[src/sv/sbs_pkg.sv]
// Shared types, constants and the cell character function of the spectrum bar smoother.
// Depends on nothing; every other file of the block but sbs_hist_mem uses it.
`timescale 1ns / 1ps

package sbs_pkg;

	// Widths and counts that do not vary with the module parameters
	localparam int SUM_W      = 12; // holds up to 16 levels of 255
	localparam int SUM_LANES  = 4;  // history levels added per accumulate cycle
	localparam int DIV_STEPS  = 4;  // divider steps, two quotient bits each
	localparam int CELL_STEPS = 8;

	localparam logic [7:0] SPACE_CODE = 8'd32;

	// Configuration register indexes
	localparam logic [1:0] CFG_DEPTH = 2'd0;
	localparam logic [1:0] CFG_LINES = 2'd1;
	localparam logic [1:0] CFG_BLACK = 2'd2;
	localparam logic [1:0] CFG_MARK  = 2'd3;

	typedef logic [7:0] level_t;

	typedef struct packed {
		logic [3:0] depth;
		logic [2:0] lines;
		logic [7:0] black;
		logic       mark;
	} cfg_t;

	// Commands from the controller to the datapath
	typedef struct packed {
		logic clear_wr;
		logic take_in;
		logic shift;
		logic sum_step;
		logic div_step;
		logic div_first;
		logic load_out;
	} cmd_t;

	// Status from the datapath to the controller
	typedef struct packed {
		logic clear_last;
		logic sum_last;
	} stat_t;

	// Character codes for a cell fill of 0 to 8 eighths
	localparam logic [7:0] CELL_CODES [0:8] = '{
		8'd0, 8'd176, 8'd158, 8'd131, 8'd132, 8'd133, 8'd134, 8'd135, 8'd136
	};

	// Character for one display line; line_idx 0 is the bottom line, lines is 1..4
	function automatic logic [7:0] cell_char(
		input logic [7:0] avg,
		input logic [1:0] line_idx,
		input logic [2:0] lines,
		input logic [7:0] black,
		input logic       mark
	);
		logic [7:0] base;
		logic [7:0] diff;
		logic [3:0] fill;
		logic [7:0] code;
		base = {3'b000, line_idx, 3'b000};
		diff = (avg > base) ? (avg - base) : 8'd0;
		fill = (diff > 8'(CELL_STEPS)) ? 4'(CELL_STEPS) : diff[3:0];
		if (fill == 4'd0 && line_idx == 2'd0 && mark) begin
			fill = 4'd1;
		end
		if ({1'b0, line_idx} >= lines) begin
			code = SPACE_CODE;
		end else if (fill == 4'd0) begin
			code = SPACE_CODE;
		end else if (fill == 4'(CELL_STEPS) && black != 8'd0) begin
			code = black;
		end else begin
			code = CELL_CODES[fill];
		end
		return code;
	endfunction

endpackage

[src/sv/sbs_ctrl.sv]
// Controller of the spectrum bar smoother: clearing pass, word sequencing and the
// result handshake. Uses sbs_pkg for the command and status structs.
`timescale 1ns / 1ps

module sbs_ctrl (
	input  logic           clk,
	input  logic           arst_n,
	input  logic           in_valid,
	output logic           in_ready,
	output logic           out_valid,
	input  logic           out_ready,
	input  sbs_pkg::stat_t stat,
	output sbs_pkg::cmd_t  cmd
);
	import sbs_pkg::*;

	localparam logic [2:0] S_CLEAR = 3'd0;
	localparam logic [2:0] S_IDLE  = 3'd1;
	localparam logic [2:0] S_SHIFT = 3'd2;
	localparam logic [2:0] S_SUM   = 3'd3;
	localparam logic [2:0] S_DIV   = 3'd4;
	localparam logic [2:0] S_DONE  = 3'd5;

	localparam int DCNT_W = $clog2(DIV_STEPS);

	logic [2:0]        state_q;
	logic [2:0]        state_d;
	logic [DCNT_W-1:0] div_cnt_q;
	logic              out_valid_q;
	logic              out_free;

	assign out_free = !out_valid_q || out_ready;

	// Next state and commands
	always_comb begin
		state_d  = state_q;
		cmd      = '0;
		in_ready = 1'b0;
		case (state_q)
			S_CLEAR: begin
				cmd.clear_wr = 1'b1;
				if (stat.clear_last) begin
					state_d = S_IDLE;
				end
			end
			S_IDLE: begin
				in_ready = 1'b1;
				if (in_valid) begin
					cmd.take_in = 1'b1;
					state_d     = S_SHIFT;
				end
			end
			S_SHIFT: begin
				cmd.shift = 1'b1;
				state_d   = S_SUM;
			end
			S_SUM: begin
				cmd.sum_step = 1'b1;
				if (stat.sum_last) begin
					state_d = S_DIV;
				end
			end
			S_DIV: begin
				cmd.div_step  = 1'b1;
				cmd.div_first = (div_cnt_q == '0);
				if (div_cnt_q == DCNT_W'(DIV_STEPS - 1)) begin
					state_d = S_DONE;
				end
			end
			S_DONE: begin
				if (out_free) begin
					cmd.load_out = 1'b1;
					state_d      = S_IDLE;
				end
			end
			default: begin
				state_d = S_IDLE;
			end
		endcase
	end

	// Hold state and the divider step count
	always_ff @(posedge clk or negedge arst_n) begin
		if (!arst_n) begin
			state_q   <= S_CLEAR;
			div_cnt_q <= '0;
		end else begin
			state_q <= state_d;
			if (state_q == S_DIV) begin
				div_cnt_q <= div_cnt_q + 1'b1;
			end else begin
				div_cnt_q <= '0;
			end
		end
	end

	// Result valid: set on load, drop once taken
	always_ff @(posedge clk or negedge arst_n) begin
		if (!arst_n) begin
			out_valid_q <= 1'b0;
		end else if (cmd.load_out) begin
			out_valid_q <= 1'b1;
		end else if (out_ready) begin
			out_valid_q <= 1'b0;
		end
	end

	assign out_valid = out_valid_q;

endmodule

[config.mk]
export PLATFORM = sky130hd
export DESIGN_NAME = sbs_ctrl
export DESIGN_NICKNAME = d
export VERILOG_FILES = /design/src/sv/sbs_pkg.sv /design/src/sv/sbs_ctrl.sv
export SDC_FILE = /design/constraint.sdc
export NUM_CORES = 1
export LEC_CHECK = 0
export BUFFER_PORTS_ARGS = -buffer_cell sky130_fd_sc_hd__buf_2
export CORE_AREA = 2 2 39 41
export CTS_CLUSTER_DIAMETER = 30
export DETAILED_ROUTE_END_ITERATION = 8
export DIE_AREA = 0 0 41 43
export PLACE_DENSITY = 0.59
export SLEW_MARGIN = 20
export SYNTH_ARGS = -nofsm -noshare
export SYNTH_HDL_FRONTEND = slang
export SYNTH_SLANG_ARGS = --single-unit
export TNS_END_PERCENT = 1
[constraint.sdc]
create_clock -name clk -period 2.1 [get_ports clk]
set_input_delay 0.105 -clock clk [delete_from_list [all_inputs] [get_ports clk]]
set_output_delay 0.105 -clock clk [all_outputs]
set_load 0.03 [all_outputs]
After elaboration in Yosys (flattened, before gate mapping) --
Index checks and enable logic that the tools add are counted.
Operators by class: equality and inequality tests 11, reductions and logical operators 6, mux-type cells 18, add/sub/neg operators 1
Operators by type and width (number):
- $pmux 3 s6 | 1
- $mux 3 | 5
- $mux 1 | 10
- $ne 2x2->1 const B | 5
- $eq 3x2->1 const B | 2
- $eq 3x3->1 const B | 2
- $reduce_and 5->1 | 1
- $mux 2 | 2
- $eq 3x1->1 const B | 1
- $logic_not 3->1 | 1
- $add 2x1->2 const B | 1
- $eq 2x2->1 const B | 1
- $logic_not 2->1 | 1
- $reduce_bool 2->1 | 1
- $logic_not 1->1 | 1
- $logic_or 1x1->1 | 1
Storage, ports and cells: register bits 6, input port bits 6

Longest topological paths before layout --
Gate-level depths: netlist (run 1).
depth after elaboration 5, depth in mapped cells 5

Worst setup path after synthesis (run 1) --
OpenSTA, ideal clock, no wires.
kind reg-to-output, start point reg state_q[1], end point out cmd[1] in the netlist's numbering, setup slack 0.688 ns, cell stages (with the launch flop) 5, required time 1.995 ns, arrival time 1.307 ns, cell sequence dfrtp_1 -> nand2b_1 -> or2_1 -> inv_1 -> and2_1
RTL lines:
- start, declared | RTL line sbs_ctrl.sv:26 | logic [2:0] state_q;
- start signal, assigned | RTL line sbs_ctrl.sv:88 | state_q <= state_d;
- end, declared | RTL line sbs_ctrl.sv:13 | output sbs_pkg::cmd_t cmd

==> results of run 1 <==
cell families (layout without fill, tap and decap cells):
group | after synthesis | after routing
flops | 6 | 6
fa+ha+maj | 2 | 2
simple gates | 16 | 16
compound gates | 6 | 6
buf+inv | 6 | 21
mux | 1 | 1
sequential cells by signal, indices dropped and copies added (netlist names):
name       flops
div_cnt_q      2
out_valid      1
state_q        3
cell usage after synthesis, drive strengths merged:
cell and instances:
buf 3, inv 3, nand2b 2, o22a 1, or2 1, nor2 1, and3b 1, nor2b 1
mux2 1, a21oi 3, nor3 3, dfrtp 6, nand3b 1, and2 2, a311oi 1, nor3b 2
ha 2, nand2 2, a21o 1
final cells by class:
cell class                 count  area [um2]
clock buffer                   3       22.52
fill                         152       920.9
inverter                       3       11.26
multi-input combinational     25       178.9
sequential                     6       150.1
tap                           16       20.02
timing repair buffer          15       80.08
how the worst max path moves through the flow:
| stage | slack (ps) | to | startpoint |
|---|---|---|---|
| 3_3_place_gp | 710 | cmd[1] | state_q[1]$_DFFE_PN0P_ |
| 4_1_cts | 440 | cmd[1] | state_q[1]$_DFFE_PN0P_ |
| 6_report | 470 | cmd[1] | state_q[1]$_DFFE_PN0P_ |
| 2_1_floorplan | 690 | cmd[1] | state_q[1]$_DFFE_PN0P_ |
| 3_5_place_dp | 710 | cmd[1] | state_q[1]$_DFFE_PN0P_ |
| 5_1_grt | 340 | cmd[1] | state_q[1]$_DFFE_PN0P_ |
through the flow:
stage               total power [mW]  std cells  hold slack (ps)  worst slack, ps
finish                        0.6836         68            104.2            467.0
global route                  0.7480         68            101.4            336.9
CTS                           0.6980         68            99.82            444.5
detailed placement            0.5877         64           -64.32            710.4
global placement              0.5850         64           -66.99            711.0
floorplan                     0.5278         37           -190.6            688.1
power by group through the flow:
stage | clock, mW | sequential (mW) | combinational, mW
2_1_floorplan | 0 | 0.191 | 0.336
3_3_place_gp | 0 | 0.235 | 0.350
3_5_place_dp | 0 | 0.237 | 0.351
4_1_cts | 0.110 | 0.235 | 0.353
5_1_grt | 0.118 | 0.254 | 0.376
6_report | 0.102 | 0.235 | 0.347
routing by layer:
metal | vias to the layer above | routed length [um]
met3 | 2 | 31
met2 | 7 | 344
met5 | - | 0
li1 | 157 | -
met4 | 0 | 19
met1 | 138 | 264
what timing repair did:
action,in CTS,in global routing
hold endpoints to repair,6,0
hold buffers,1,0
setup endpoints to repair,0,0
critical path: cells and delay by family, from the launching register on:
kind                   cells  cell delay [ps]
AND/OR/NAND/NOR            3              550
buffers and inverters      2              260
flip-flops                 1              470
==> results.sh, run 1 <==
export IMPL_synth_simple_area_share=0.2612
export IMPL_vias_per_cell=4.471
export IMPL_worstPathRequired_ps=2000
export IMPL_hp_class="input pin to register"
export IMPL_ctsLongestPathBuffers=2
export IMPL_crit_type="register to output port"
export IMPL_holdPathStages=2
export IMPL_die_h_um=43
export IMPL_p_per_area_nw_per_um2=1477
export IMPL_fp_dieW_um=41
export IMPL_pwr_share_clk=0.150
export IMPL_slew_violations=0
export IMPL_synth_avg_cell_area_um2=9.841
export IMPL_worst_r2r_startpoint="state_q[1]$_DFFE_PN0P_"
export IMPL_via_count=304
export IMPL_ys_seq_area_frac=0.4124
export IMPL_postCtsSetupBuffers=0
export IMPL_synth_mux_area_frac=0.04124
export IMPL_synth_cells=37
export IMPL_rsz0062_at_grt="no"
export IMPL_clock_sinks=6
export IMPL_fin_setup_tns_ps=0
export IMPL_ys_ff_latch=6
export IMPL_placed_area_um2=430.4
export IMPL_grt_start_max_net_pins=13
export IMPL_relSlewSlack=0.7786
export IMPL_arrival_ps=1530
export IMPL_p_switching_uw=329.0
export IMPL_io_pin_count=15
export IMPL_synth_area_um2=364.1
export IMPL_cts_root_buffer="clkbuf_4"
export IMPL_routed_wl_um=660
export IMPL_syn_nets=45
export IMPL_status="finished, final reports clean"
export IMPL_clk_pin_slew_ps=40
export IMPL_cp_start_kind="register"
export IMPL_finalHoldViolCount=0
export IMPL_clk_latency_ps=240
export IMPL_use_met2=0.1313
export IMPL_layout_nets=62
export IMPL_fmax_mhz=612.4
export IMPL_internal_power_uw=354.6
export IMPL_synth_distinct_cells=22
export IMPL_drtIter0Drc=5
export IMPL_numCtsBuffers=3
export IMPL_hold_path_startpoint="stat[0]"
export IMPL_synth_adder_area_share=0.06873
export IMPL_leakage_nw=0.2548
export IMPL_grt_pass1_vias=266
export IMPL_ir_drop_mv=0.3624
export IMPL_drc=0
export IMPL_finalSetupViolations=0
export IMPL_period_minus_slack_ps=1633
export IMPL_p_comb_frac=0.507
export IMPL_crit_fanout=11
export IMPL_p_sw_frac=0.4813
export IMPL_gp_congestion=0.5915
export IMPL_fin_crit_sh=0.7776
export IMPL_cts_tree="done"
export IMPL_reg2reg_depth=3
export IMPL_die_area_um2=1763
export IMPL_power_frac_seq=0.344
export IMPL_drt_antenna_violating_nets=0
export IMPL_grt_overflow=0
export IMPL_crit_chain="nand2b_1, or2_1, inv_1, and2_1, buf_2"
export IMPL_dp_hpwl_um=520.2
export IMPL_drive_above_1_share=0.3654
export IMPL_ctsResizeCount=0
export IMPL_drv_cap=0
export IMPL_mostFrequentLayoutCells="14 x buf_2, 6 x dfrtp_1, 3 x inv_1, 3 x nor3_1, 3 x clkbuf_4"
export IMPL_post_route_util=0.3345
export IMPL_met3_usage=0.03141
export IMPL_r2r_slack_ps=880
export IMPL_netlist_area_leader_share=0.4124
export IMPL_initial_core_util=0.2631
export IMPL_ctsHtreeMaxLevel=1
export IMPL_rows=14
export IMPL_end_kind="output port"
export IMPL_ys_top_cells_by_area="dfrtp_1 41%, ha_1 6.9%, nor3_1 4.1%, mux2_4 4.1%, nor3b_1 4.1%"
export IMPL_top_usage_layer="met2"
export IMPL_antenna_found_initial=0
export IMPL_dr_pass1_iters=2
export IMPL_final_common_cell="buf_2"
export IMPL_r2r_end="state_q[0]$_DFFE_PN0P_"
export IMPL_area_growth_synth_to_final_pct=27.15
export IMPL_yosys_area_top_type="dfrtp_1"
export IMPL_grt_pass1_wl_um=1062
export IMPL_core_area_um2=1384
export IMPL_post_synth_xor_area_fraction=0
export IMPL_yosys_warnings=0
export IMPL_num_antenna_cells=0
export IMPL_cp_slowest_stage_delay_ps=470
export IMPL_cp_slowest_cell="dfrtp_1"
export IMPL_synth_compound_area_frac=0.1203
export IMPL_synth_top_family_by_area="simple AND/OR/NAND/NOR gates"
export IMPL_min_to="state_q[1]$_DFFE_PN0P_"
export IMPL_track_usage=0.09899
export IMPL_post_route_cell_area_um2=462.9
export IMPL_use_met1=0.1049
export IMPL_worst_slew_pin_slew_ps=332.1
export IMPL_routedWlPerCell_um=9.706
export IMPL_portBuffers=14
export IMPL_skew_ps=4.944
(Power assumes the default switching activity.)
==> run 2: changes to the inputs <==
- ABC_AREA: not set -> 1
- PLACE_DENSITY: 0.59 -> 0.62
- clock period: 2.1 -> 1.7 ns (I/O delays scaled with it)
==> results.sh, run 2 <==
export IMPL_status="finished, final reports clean"
export IMPL_netlist_area_leader_share=0.3762
export IMPL_antenna_found_initial=0
export IMPL_post_route_cell_area_um2=510.5
export IMPL_yosysMostFrequentCell="nand2_1"
export IMPL_grt_overflow=0
export IMPL_clk_latency_ps=240
export IMPL_drive_above_1_share=0.3200
export IMPL_finalWorstSetupSlack_ps=270.9
export IMPL_worst_slew_pin_slew_ps=246.9
export IMPL_synth_main_ff_cell="dfrtp_1"
export IMPL_finalSetupViolations=0
export IMPL_n_fill_cell=152
export IMPL_ir_drop_mv=0.6258
export IMPL_ys_ff_latch=6
export IMPL_routedLengthMet1_um=342
export IMPL_drt_antenna_violating_nets=0
export IMPL_grt_start_max_net_pins=9
export IMPL_crit_type="register to output port"
export IMPL_cts_root_buffer="clkbuf_4"
export IMPL_leakage_nw=0.3208
export IMPL_cts_tree="done"
export IMPL_clk_pin_slew_ps=40
export IMPL_finalHoldViolCount=0
export IMPL_synth_avg_cell_area_um2=6.882
export IMPL_area_growth_synth_to_final_pct=27.90
export IMPL_clock_sinks=6
export IMPL_crit_chain="nor2_1, nand2_1, inv_1, buf_2"
export IMPL_route_met2_wl_um=349
export IMPL_dp_cells=87
export IMPL_synth_cells=58
export IMPL_yosys_warnings=0
export IMPL_skew_ps=1.283
export IMPL_grt_pass1_vias=362
export IMPL_drtIter0Drc=3
export IMPL_end_kind="output port"
export IMPL_seqCellArea_um2=150.1
export IMPL_rows=14
export IMPL_syn_nets=66
export IMPL_post_route_util=0.3689
export IMPL_initial_core_util=0.2884
export IMPL_wl_met3_um=16
export IMPL_path_buf_inv=2
export IMPL_num_antenna_cells=0
export IMPL_ctsHtreeMaxLevel=1
export IMPL_numCtsBuffers=3
export IMPL_ys_top_cells_by_area="dfrtp_1 38%, nand2_1 13%, inv_1 10%, ha_1 6.3%, nand3_1 6.3%"
export IMPL_post_place_ws_ps=522.1
export IMPL_multi_input_area_um2=188.9
export IMPL_gp_congestion=0.8239
export IMPL_ys_top_cells_by_count="14 x nand2_1, 11 x inv_1, 6 x dfrtp_1, 6 x nor2_1, 5 x nand3_1"
export IMPL_die_h_um=43
export IMPL_routed_wl_um=724
export IMPL_p_per_area_nw_per_um2=1732
export IMPL_synth_edf_count=0
export IMPL_synth_distinct_cells=14
export IMPL_top_layer="met4"
export IMPL_cp_start_kind="register"
export IMPL_synth_area_um2=399.1
export IMPL_fin_setup_tns_ps=0
export IMPL_dr_pass1_iters=2
export IMPL_grt_pass1_wl_um=1338
export IMPL_slew_violations=0
export IMPL_regMostFlops="state_q"
export IMPL_layout_cells_non_filler=91
export IMPL_worstPathRequired_ps=1620
export IMPL_core_area_um2=1384
export IMPL_period_minus_slack_ps=1429
export IMPL_layout_nets=85
export IMPL_vias_per_cell=4.209
export IMPL_path_delay_family="flip-flops"
export IMPL_drc=0
export IMPL_die_area_um2=1763
export IMPL_fp_dieW_um=41
export IMPL_ys_seq_area_frac=0.3762
export IMPL_mostFrequentLayoutCells="14 x nand2_1, 14 x buf_2, 11 x inv_1"
export IMPL_io_pin_count=15
export IMPL_routedWlPerCell_um=7.956
export IMPL_drv_cap=0
export IMPL_via_count=383
export IMPL_track_usage=0.1113
export IMPL_synth_async_reset_ratio=1.000
export IMPL_rsz0062_at_grt="no"
export IMPL_cp_slowest_stage_delay_ps=450
export IMPL_largest_reg_flops=3
export IMPL_crit_fanout=8
export IMPL_cp_slowest_cell="dfrtp_1"
export IMPL_hp_class="input pin to register"
export IMPL_placed_area_um2=478.0
export IMPL_relSlewSlack=0.8354
export IMPL_dp_hpwl_um=606.5
export IMPL_yosys_area_top_type="dfrtp_1"
export IMPL_arrival_ps=1340
export IMPL_ctsLongestPathBuffers=2
export IMPL_fin_crit_sh=0.8406
export IMPL_portBuffers=14
export IMPL_fmax_mhz=699.8
## run 2: cell count changes in the layout (fill, tap and decap cells not counted), moves of 2 or more
cell / change
nor3_1: -2
inv_1: +8
nor3b_1: -2
inv_2: +2
nor2_2: +4
nor2_1: +5
o21ai_0: +2
nand3_1: +5
nand2b_1: -2
nand2_1: +12
and2_1: -2
## run 2: power by group
group | leakage (nW) | switching [mW] | internal, mW | total [mW]
registers | 0.0790 | 0.0660 | 0.189 | 0.255
logic | 0.228 | 0.348 | 0.153 | 0.501
clock network | 0.0138 | 0.0483 | 0.0796 | 0.128
total | 0.321 | 0.462 | 0.422 | 0.884
## run 2: through the flow
step	hold slack [ps]	power, mW
after global routing	145.0	0.9692
after detailed placement	-87.73	0.7598
final	111.5	0.8843
after floorplan	-210.6	0.6595
after global placement	-85.21	0.7601
after CTS	109.9	0.8939
## run 2: layout make-up
cell class	count	share of cell area
Tap cell	16	0.03922
Inverter	13	0.09559
Clock buffer	3	0.04412
Sequential cell	6	0.2941
Timing Repair Buffer	15	0.1569
Multi-Input combinational cell	38	0.3701
## run 2: worst min-delay path, delay by kind of cell
| family | cells | cell delay [ps] |
|---|---|---|
| buf+inv | 2 | 100 |
| simple gates | 2 | 120 |
## run 2: timing repair
| item | in CTS | in global routing |
|---|---|---|
| setup buffers | 0 | 0 |
| endpoints found under the hold margin | 6 | 0 |
| gates resized for setup | 0 | 0 |
| hold buffers | 1 | 0 |
## run 2: cell families after synthesis
group	count (synthesis)	synth area share
and+or+nand+nor	32	0.3605
buffers and inverters	14	0.1505
DFF	6	0.3762
AOI/OAI and AO/OA	4	0.05016
adders and majority gates	2	0.06269
## run 2: final timing paths
kind / slack, ps / depth (start not counted) / startpoint / to
max: 270 / 4 / state_q[0]$_DFFE_PN0P_ / cmd[2]
min: 110 / 4 / stat[0] / state_q[1]$_DFFE_PN0P_
max reg2reg: 520 / 8 / state_q[0]$_DFFE_PN0P_ / state_q[0]$_DFFE_PN0P_
min reg2reg: 460 / 1 / div_cnt_q[0]$_DFF_PN0_ / div_cnt_q[0]$_DFF_PN0_
max in group asynchronous: 1370 / 2 / arst_n / out_valid$_DFFE_PN0P_
min in group asynchronous: 190 / 2 / arst_n / state_q[2]$_DFFE_PN0P_
## run 2: layer usage
layer  global-route usage  up-vias
met2               0.1625        9
met4              0.08000        0
met5                    0        -
met3              0.03141        2
met1               0.1320      163
li1                     -      209
